**config.mk**
```make
export PLATFORM = sky130hd
export DESIGN_NAME = sm4_block_encrypt_flat
export DESIGN_NICKNAME = d
export VERILOG_FILES = /design/src/rtl/sm4_pkg.sv /design/src/rtl/sm4_if.sv /design/src/rtl/sm4_ram.sv /design/src/rtl/sm4_block_encrypt.sv /design/src/flat_wrapper.sv
export SDC_FILE = /design/constraint.sdc
export NUM_CORES = 2
export LEC_CHECK = 0
export ABC_AREA = 1
export BUFFER_PORTS_ARGS = -buffer_cell sky130_fd_sc_hd__buf_4
export CORE_ASPECT_RATIO = 0.5
export CORE_MARGIN = 2
export CORE_UTILIZATION = 58
export CTS_CLUSTER_SIZE = 25
export DETAILED_ROUTE_END_ITERATION = 12
export PLACE_DENSITY_LB_ADDON = 0.25
export REMOVE_ABC_BUFFERS = 1
export SETUP_SLACK_MARGIN = 0.2
export SLEW_MARGIN = 40
export SYNTH_ARGS = -nofsm -noshare
export SYNTH_HDL_FRONTEND = slang
export SYNTH_SLANG_ARGS = --single-unit
```
**constraint.sdc**
```tcl
create_clock -name clk -period 15.1 [get_ports clk]
set_input_delay 0.755 -clock clk [delete_from_list [all_inputs] [get_ports clk]]
set_output_delay 0.755 -clock clk [all_outputs]
set_load 0.02 [all_outputs]
```
**src/rtl/sm4_pkg.sv**
```systemverilog
// sm4_pkg: shared types, constants and round functions of the sm4 block encryptor
// used by the channel interfaces and by sm4_block_encrypt; no dependencies

package sm4_pkg;

    localparam int SM4_ROUNDS = 32;
    localparam int RK_ADDR_W  = $clog2(SM4_ROUNDS);
    localparam int RK_W       = 32;

    // request function codes
    localparam logic FUNC_LOAD_KEY = 1'b0;
    localparam logic FUNC_ENCRYPT  = 1'b1;

    // request payload
    typedef struct packed {
        logic        func;
        logic [4:0]  key_slot;
        logic [31:0] round_key_word;
        logic [63:0] plain_high;
        logic [63:0] plain_low;
    } cmd_item_t;

    // result payload
    typedef struct packed {
        logic [63:0] cipher_high;
        logic [63:0] cipher_low;
    } res_item_t;

    // standard sm4 s-box
    localparam logic [7:0] SM4_SBOX [256] = '{
        8'hd6,8'h90,8'he9,8'hfe,8'hcc,8'he1,8'h3d,8'hb7,8'h16,8'hb6,8'h14,8'hc2,8'h28,8'hfb,8'h2c,8'h05,
        8'h2b,8'h67,8'h9a,8'h76,8'h2a,8'hbe,8'h04,8'hc3,8'haa,8'h44,8'h13,8'h26,8'h49,8'h86,8'h06,8'h99,
        8'h9c,8'h42,8'h50,8'hf4,8'h91,8'hef,8'h98,8'h7a,8'h33,8'h54,8'h0b,8'h43,8'hed,8'hcf,8'hac,8'h62,
        8'he4,8'hb3,8'h1c,8'ha9,8'hc9,8'h08,8'he8,8'h95,8'h80,8'hdf,8'h94,8'hfa,8'h75,8'h8f,8'h3f,8'ha6,
        8'h47,8'h07,8'ha7,8'hfc,8'hf3,8'h73,8'h17,8'hba,8'h83,8'h59,8'h3c,8'h19,8'he6,8'h85,8'h4f,8'ha8,
        8'h68,8'h6b,8'h81,8'hb2,8'h71,8'h64,8'hda,8'h8b,8'hf8,8'heb,8'h0f,8'h4b,8'h70,8'h56,8'h9d,8'h35,
        8'h1e,8'h24,8'h0e,8'h5e,8'h63,8'h58,8'hd1,8'ha2,8'h25,8'h22,8'h7c,8'h3b,8'h01,8'h21,8'h78,8'h87,
        8'hd4,8'h00,8'h46,8'h57,8'h9f,8'hd3,8'h27,8'h52,8'h4c,8'h36,8'h02,8'he7,8'ha0,8'hc4,8'hc8,8'h9e,
        8'hea,8'hbf,8'h8a,8'hd2,8'h40,8'hc7,8'h38,8'hb5,8'ha3,8'hf7,8'hf2,8'hce,8'hf9,8'h61,8'h15,8'ha1,
        8'he0,8'hae,8'h5d,8'ha4,8'h9b,8'h34,8'h1a,8'h55,8'had,8'h93,8'h32,8'h30,8'hf5,8'h8c,8'hb1,8'he3,
        8'h1d,8'hf6,8'he2,8'h2e,8'h82,8'h66,8'hca,8'h60,8'hc0,8'h29,8'h23,8'hab,8'h0d,8'h53,8'h4e,8'h6f,
        8'hd5,8'hdb,8'h37,8'h45,8'hde,8'hfd,8'h8e,8'h2f,8'h03,8'hff,8'h6a,8'h72,8'h6d,8'h6c,8'h5b,8'h51,
        8'h8d,8'h1b,8'haf,8'h92,8'hbb,8'hdd,8'hbc,8'h7f,8'h11,8'hd9,8'h5c,8'h41,8'h1f,8'h10,8'h5a,8'hd8,
        8'h0a,8'hc1,8'h31,8'h88,8'ha5,8'hcd,8'h7b,8'hbd,8'h2d,8'h74,8'hd0,8'h12,8'hb8,8'he5,8'hb4,8'hb0,
        8'h89,8'h69,8'h97,8'h4a,8'h0c,8'h96,8'h77,8'h7e,8'h65,8'hb9,8'hf1,8'h09,8'hc5,8'h6e,8'hc6,8'h84,
        8'h18,8'hf0,8'h7d,8'hec,8'h3a,8'hdc,8'h4d,8'h20,8'h79,8'hee,8'h5f,8'h3e,8'hd7,8'hcb,8'h39,8'h48
    };

    // byte-wise s-box substitution of one word
    function automatic logic [31:0] sm4_tau(input logic [31:0] v);
        sm4_tau = {SM4_SBOX[v[31:24]], SM4_SBOX[v[23:16]],
                   SM4_SBOX[v[15:8]],  SM4_SBOX[v[7:0]]};
    endfunction

    // linear rotate-xor mix
    function automatic logic [31:0] sm4_mix(input logic [31:0] b);
        sm4_mix = b ^ {b[29:0], b[31:30]} ^ {b[21:0], b[31:22]}
                    ^ {b[13:0], b[31:14]} ^ {b[7:0], b[31:8]};
    endfunction

endpackage

```
**src/rtl/sm4_if.sv**
```systemverilog
// sm4_if: valid/ready channel interfaces for requests and results
// depends on sm4_pkg for the payload types

interface sm4_cmd_if;
    logic               valid;
    logic               ready;
    sm4_pkg::cmd_item_t data;

    modport source (output valid, output data, input ready);
    modport sink   (input valid, input data, output ready);
endinterface

interface sm4_res_if;
    logic               valid;
    logic               ready;
    sm4_pkg::res_item_t data;

    modport source (output valid, output data, input ready);
    modport sink   (input valid, input data, output ready);
endinterface

```
**src/rtl/sm4_ram.sv**
```systemverilog
// sm4_ram: generic single-write, single-read ram with registered read data
// no dependencies

module sm4_ram #(
    parameter int WIDTH = 32,
    parameter int DEPTH = 32
) (
    input  logic                     clk,
    input  logic                     we,
    input  logic [$clog2(DEPTH)-1:0] waddr,
    input  logic [WIDTH-1:0]         wdata,
    input  logic [$clog2(DEPTH)-1:0] raddr,
    output logic [WIDTH-1:0]         rdata
);

    logic [WIDTH-1:0] mem [DEPTH];

    // write port and registered read port
    always_ff @(posedge clk)
    begin
        if (we)
        begin
            mem[waddr] <= wdata;
        end
        rdata <= mem[raddr];
    end

endmodule

```
**src/rtl/sm4_block_encrypt.sv**
```systemverilog
// sm4_block_encrypt: sm4 block encryption with a loaded table of round keys
// depends on sm4_pkg, sm4_if (sm4_cmd_if, sm4_res_if) and sm4_ram

// A key-load request (func 0) writes one round key into the key ram and
// gives no result. For an encrypt request (func 1), one shared round unit
// (xor, four s-box lookups and the rotate-xor mix) does one of the 32
// rounds per clock, fed by the key ram whose registered read is fetched one
// round ahead. The ciphertext lands in an output register, so a new request
// is taken while a result still waits; if that register is still full when
// the last round ends, the block waits in its done state until the register
// is free before it is ready again. All round keys an encrypt uses must be
// loaded first; the key ram has no reset.

module sm4_block_encrypt (
    input  logic         clk,
    input  logic         rst_n,
    sm4_cmd_if.sink      cmd,
    sm4_res_if.source    result
);

    localparam logic [1:0] ST_IDLE = 2'd0;
    localparam logic [1:0] ST_RUN  = 2'd1;
    localparam logic [1:0] ST_DONE = 2'd2;

    localparam logic [sm4_pkg::RK_ADDR_W-1:0] LAST_ROUND =
        sm4_pkg::RK_ADDR_W'(sm4_pkg::SM4_ROUNDS - 1);

    logic [1:0]                      state_reg, state_next;
    logic [sm4_pkg::RK_ADDR_W-1:0]   round_reg, round_next;
    logic [31:0]                     w0_reg, w1_reg, w2_reg, w3_reg;
    logic [31:0]                     w0_next, w1_next, w2_next, w3_next;
    logic                            res_valid_reg, res_valid_next;
    sm4_pkg::res_item_t              res_data_reg, res_data_next;

    logic                            cmd_fire;
    logic                            key_we;
    logic [sm4_pkg::RK_ADDR_W-1:0]   key_raddr;
    logic [sm4_pkg::RK_W-1:0]        round_key;
    logic [31:0]                     new_word;
    logic                            res_free;

    assign cmd.ready    = (state_reg == ST_IDLE);
    assign cmd_fire     = cmd.valid && cmd.ready;
    assign key_we       = cmd_fire && (cmd.data.func == sm4_pkg::FUNC_LOAD_KEY);
    assign res_free     = !res_valid_reg || result.ready;
    assign result.valid = res_valid_reg;
    assign result.data  = res_data_reg;

    // key fetch runs one round ahead of the round unit
    assign key_raddr = (state_reg == ST_RUN) ?
                       sm4_pkg::RK_ADDR_W'(round_reg + 1'b1) : '0;

    sm4_ram #(
        .WIDTH (sm4_pkg::RK_W),
        .DEPTH (sm4_pkg::SM4_ROUNDS)
    ) u_key_ram (
        .clk   (clk),
        .we    (key_we),
        .waddr (cmd.data.key_slot),
        .wdata (cmd.data.round_key_word),
        .raddr (key_raddr),
        .rdata (round_key)
    );

    // shared round unit
    assign new_word = w0_reg ^ sm4_pkg::sm4_mix(
                          sm4_pkg::sm4_tau(w1_reg ^ w2_reg ^ w3_reg ^ round_key));

    // sequencer
    always_comb
    begin
        state_next     = state_reg;
        round_next     = round_reg;
        w0_next        = w0_reg;
        w1_next        = w1_reg;
        w2_next        = w2_reg;
        w3_next        = w3_reg;
        res_valid_next = res_valid_reg && !result.ready;
        res_data_next  = res_data_reg;
        unique case (state_reg)
            ST_IDLE:
            begin
                if (cmd_fire && (cmd.data.func == sm4_pkg::FUNC_ENCRYPT))
                begin
                    w0_next    = cmd.data.plain_high[63:32];
                    w1_next    = cmd.data.plain_high[31:0];
                    w2_next    = cmd.data.plain_low[63:32];
                    w3_next    = cmd.data.plain_low[31:0];
                    round_next = '0;
                    state_next = ST_RUN;
                end
            end
            ST_RUN:
            begin
                w0_next    = w1_reg;
                w1_next    = w2_reg;
                w2_next    = w3_reg;
                w3_next    = new_word;
                round_next = sm4_pkg::RK_ADDR_W'(round_reg + 1'b1);
                if (round_reg == LAST_ROUND)
                begin
                    if (res_free)
                    begin
                        res_valid_next = 1'b1;
                        res_data_next  = '{cipher_high: {new_word, w3_reg},
                                           cipher_low:  {w2_reg, w1_reg}};
                        state_next     = ST_IDLE;
                    end
                    else
                    begin
                        state_next = ST_DONE;
                    end
                end
            end
            ST_DONE:
            begin
                // words hold x32..x35, waiting for the output register
                if (res_free)
                begin
                    res_valid_next = 1'b1;
                    res_data_next  = '{cipher_high: {w3_reg, w2_reg},
                                       cipher_low:  {w1_reg, w0_reg}};
                    state_next     = ST_IDLE;
                end
            end
            default:
            begin
                state_next = ST_IDLE;
            end
        endcase
    end

    // control registers
    always_ff @(posedge clk or negedge rst_n)
    begin
        if (!rst_n)
        begin
            state_reg     <= ST_IDLE;
            round_reg     <= '0;
            res_valid_reg <= 1'b0;
        end
        else
        begin
            state_reg     <= state_next;
            round_reg     <= round_next;
            res_valid_reg <= res_valid_next;
        end
    end

    // datapath registers
    always_ff @(posedge clk)
    begin
        w0_reg       <= w0_next;
        w1_reg       <= w1_next;
        w2_reg       <= w2_next;
        w3_reg       <= w3_next;
        res_data_reg <= res_data_next;
    end

`ifndef SYNTHESIS
    // an encrypt request starts the rounds at round zero
    a_start_run: assert property (@(posedge clk) disable iff (!rst_n)
        cmd_fire && (cmd.data.func == sm4_pkg::FUNC_ENCRYPT)
        |=> (state_reg == ST_RUN) && (round_reg == '0))
        else $error("encrypt request did not start the round sequence");

    // rounds advance by one each cycle
    a_round_step: assert property (@(posedge clk) disable iff (!rst_n)
        (state_reg == ST_RUN) && (round_reg != LAST_ROUND)
        |=> (state_reg == ST_RUN) && (round_reg == $past(round_reg) + 1'b1))
        else $error("round counter skipped or run ended early");

    // a fresh result only follows the last round or the wait state
    a_result_origin: assert property (@(posedge clk) disable iff (!rst_n)
        $rose(res_valid_reg)
        |-> ($past(state_reg) == ST_RUN && $past(round_reg) == LAST_ROUND)
            || ($past(state_reg) == ST_DONE))
        else $error("result appeared before the rounds finished");

    // a pending result is never overwritten before it is taken
    a_result_hold: assert property (@(posedge clk) disable iff (!rst_n)
        res_valid_reg && !result.ready |=> res_valid_reg && $stable(res_data_reg))
        else $error("stalled result changed");
`endif

endmodule
```
**src/flat_wrapper.sv**
```systemverilog
// flat-port wrapper written by rule: the top's interface ports become plain ports
module sm4_block_encrypt_flat 
  (clk, rst_n, cmd_valid, cmd_data, cmd_ready, result_valid, result_data, result_ready);
  sm4_cmd_if cmd_i ();
  sm4_res_if result_i ();
  input  logic clk;
  input  logic rst_n;
  input wire logic [$bits(cmd_i.valid)-1:0] cmd_valid;
  input wire logic [$bits(cmd_i.data)-1:0] cmd_data;
  output wire logic [$bits(cmd_i.ready)-1:0] cmd_ready;
  output wire logic [$bits(result_i.valid)-1:0] result_valid;
  output wire logic [$bits(result_i.data)-1:0] result_data;
  input wire logic [$bits(result_i.ready)-1:0] result_ready;
  assign cmd_i.valid = cmd_valid;
  assign cmd_i.data = cmd_data;
  assign cmd_ready = cmd_i.ready;
  assign result_valid = result_i.valid;
  assign result_data = result_i.data;
  assign result_i.ready = result_ready;
  sm4_block_encrypt u_core (.clk(clk), .rst_n(rst_n), .cmd(cmd_i), .result(result_i));
endmodule
```
==> impl_metrics.json <==
{
  "io_buffers": 299,
  "grt_pass1_vias": 53803,
  "regMostFlops": "u_core.u_key_ram.mem",
  "ys_warn_count": 0,
  "reg2reg_depth": 16,
  "ys_ff_latch": 1320,
  "endpoint_kind": "flop",
  "hold_start": "cmd_data[29]",
  "grt_pass1_wl_mm": 347,
  "fin_crit_ns": 5.28,
  "vias": 58742,
  "clock_latency_ns": 0.77,
  "route.detailed.drc": 0,
  "syn2layout_area_growth_pct": 10.1,
  "worstSetupPathType": "reg -> reg",
  "final.setup_skew_ns": 0.0696,
  "grt_max_degree": 200,
  "die_h_microns": 247,
  "worstPathMaxFanout": 131,
  "rows": 89,
  "wl_per_cell_microns": 25.6,
  "tightest_slew_ns": 0.940,
  "core_sq_mm": 0.117,
  "antenna_found_initial": 6,
  "cp_data_arrival_time_ns": 5.96,
  "clk_path_buf_depth": 3,
  "grt_usage_pct": 38.6,
  "reg2reg_from": "u_core.state_reg[1]",
  "dieArea_sq_mm": 0.121,
  "min_period_over_period_pct": 35.0,
  "setup_slack_ns": 9.82,
  "dpl.hpwl_mm": 149,
  "fin_worst_hold_slack_ns": 0.294,
  "synthDistinctLibCells": 40,
  "largest_reg_flops": 1024,
  "status": "complete, no violations",
  "synth_flop_cell": "edfxtp_1",
  "gp_congestion": 1.02,
  "dr.pass1.iters": 6,
  "cts_setup_buffers": 0,
  "setup_viol": 0,
  "dpl_worst_slack_ns": 10.03,
  "hold_viol": 0,
  "synth_common_cells": "nand2_1 (1880), edfxtp_1 (1280), nand3_1 (1154), nor2_1 (1037), o21ai_0 (688)",
  "netlist_area_sq_mm": 0.0684,
  "place_inst": 9093,
  "initial_utilization_pct": 58.2,
  "synth_top_cell_by_area": "edfxtp_1",
  "start_kind": "flop",
  "wl_mm": 238,
  "final_util_pct": 64.1,
  "fin_nets": 7827,
  "root_buffer": "clkbuf_16",
  "rsz0062_at_grt": "false",
  "synth_edf_count": 1280,
  "stdcell_count": 9302,
  "grt.overflow.total": 0,
  "hold_class": "in -> reg",
  "postRouteAntennaNets": 0,
  "fmax_mhz": 189,
  "drt-vias-per-instance": 6.31,
  "clkTransAtPathRegs_ns": 0.07,
  "postSynthAreaPerCell_sq_um": 9.03,
  "holdPathStages": 3,
  "drt_iter0_markers": 8937,
  "die_w_microns": 490,
  "io_pins": 300,
  "cts_tree": "built",
  "cts-resized-gates": 0,
  "r2r-end": "u_core.u_key_ram.rdata[0]",
  "numCtsBuffers": 108,
  "yosys-top-cells-area": "edfxtp_1 (56%), nand2_1 (10%), nand3_1 (8.4%)",
  "slew_headroom_pct": 37.2,
  "drv_cap": 0,
  "drive_gt1_share_pct": 9.86,
  "synth.most_common_cell": "nand2_1",
  "required_ns": 15.78,
  "min_to": "u_core.w3_reg[29]",
  "clock_sinks": 1320,
  "syn_inst": 7576,
  "ctsHtreeMaxLevel": 3,
  "ys_async_sr_fraction_pct": 0.606,
  "reg2reg_slack_ns": 9.82,
  "synth_top_area_share_pct": 56.2,
  "slew_viol_final": 0,
  "ys_seq_area_share_pct": 57.4
}
## final cells by class
type / instances / area [sq um]
well taps: 1592 / 1990
repair buffers: 398 / 3220
fillers: 9629 / 42200
flip-flops and latches: 1320 / 39300
clock inverters: 59 / 643
clock buffers: 143 / 2890
diodes: 4 / 10.0
inverters: 338 / 1290
multi-input cells: 5448 / 26000
## timing repair
item	4_1_cts	5_1_grt
setup endpoints to repair	0	0
hold endpoints to repair	8	0
hold buffers	1	0
## routing by layer
layer | vias to the layer above | track usage (%) | routed length (microns)
li1 | 26406 | - | -
met2 | 3685 | 58.4 | 105000
met3 | 621 | 8.10 | 28300
met5 | - | 0 | 10
met4 | 2 | 15.9 | 10800
met1 | 28028 | 54.4 | 94100
## kinds of logic after synthesis
group                    share of synthesized area [%]
flip-flops                                        57.4
AO/OA/AOI/OAI                                     9.78
AND/OR/NAND/NOR                                   25.8
buffers and inverters                             5.20
adder cells (fa/ha/maj)                          0.787
XOR/XNOR                                         0.981
multiplexers                                    0.0329
## worst max-delay path, stage by stage (launching register included)
cell,delay (ns)
dfrtp_1,0.41
inv_1,0.14
ha_4,0.45
buf_4,0.61
inv_6,0.35
nor2_4,0.58
buf_4,0.65
buf_12,0.35
buf_16,0.46
nor2_1,0.10
nor2_1,0.10
o21ai_0,0.11
o21ai_0,0.14
nor2_1,0.06
o22ai_1,0.23
nor2_1,0.07
a31oi_1,0.18
## how the worst max path moves through the flow
stage,cells after the start,to,startpoint
2_1_floorplan,11,u_core.u_key_ram.rdata[11],u_core.state_reg[1]
3_3_place_gp,15,u_core.u_key_ram.rdata[23],u_core.state_reg[1]
6_report,16,u_core.u_key_ram.rdata[0],u_core.state_reg[1]
4_1_cts,15,u_core.u_key_ram.rdata[0],u_core.state_reg[1]
5_1_grt,16,u_core.u_key_ram.rdata[0],u_core.state_reg[1]
3_5_place_dp,15,u_core.u_key_ram.rdata[0],u_core.state_reg[1]
## metrics by stage
stage | cell area (sq um) | setup TNS, ns
2_1_floorplan | 66100 | -748.73
3_3_place_gp | 71500 | 0
3_5_place_dp | 71700 | 0
4_1_cts | 75200 | 0
5_1_grt | 75300 | 0
6_report | 75300 | 0
## layout by cell type, fill, tap and decap left out, types with 13 or more instances in the layout
master | synthesis | routed
clkinv_1 | 4 | 26
inv_1 | 286 | 282
xor2_1 | 33 | 31
o22ai_1 | 34 | 34
buf_4 | 48 | 377
clkbuf_1 | 271 | 29
nor2_4 | 7 | 44
nand3_2 | 9 | 13
clkinv_2 | 0 | 15
nand4_1 | 24 | 24
edfxtp_1 | 1280 | 1280
o211ai_1 | 161 | 161
nand3_1 | 1154 | 1150
inv_2 | 48 | 49
nor2_1 | 1037 | 1000
o21ai_1 | 17 | 18
o21ai_0 | 688 | 686
a21oi_1 | 67 | 67
clkbuf_16 | 0 | 108
ha_1 | 43 | 41
xnor2_1 | 25 | 25
nand2_2 | 57 | 58
nand2_1 | 1880 | 1876
dfxtp_1 | 32 | 32
a31oi_1 | 35 | 35
o32ai_1 | 128 | 128
Power is left out: the tool's default activity adds up to more than one toggle a clock period on the data nets, which glitch-free logic cannot reach.
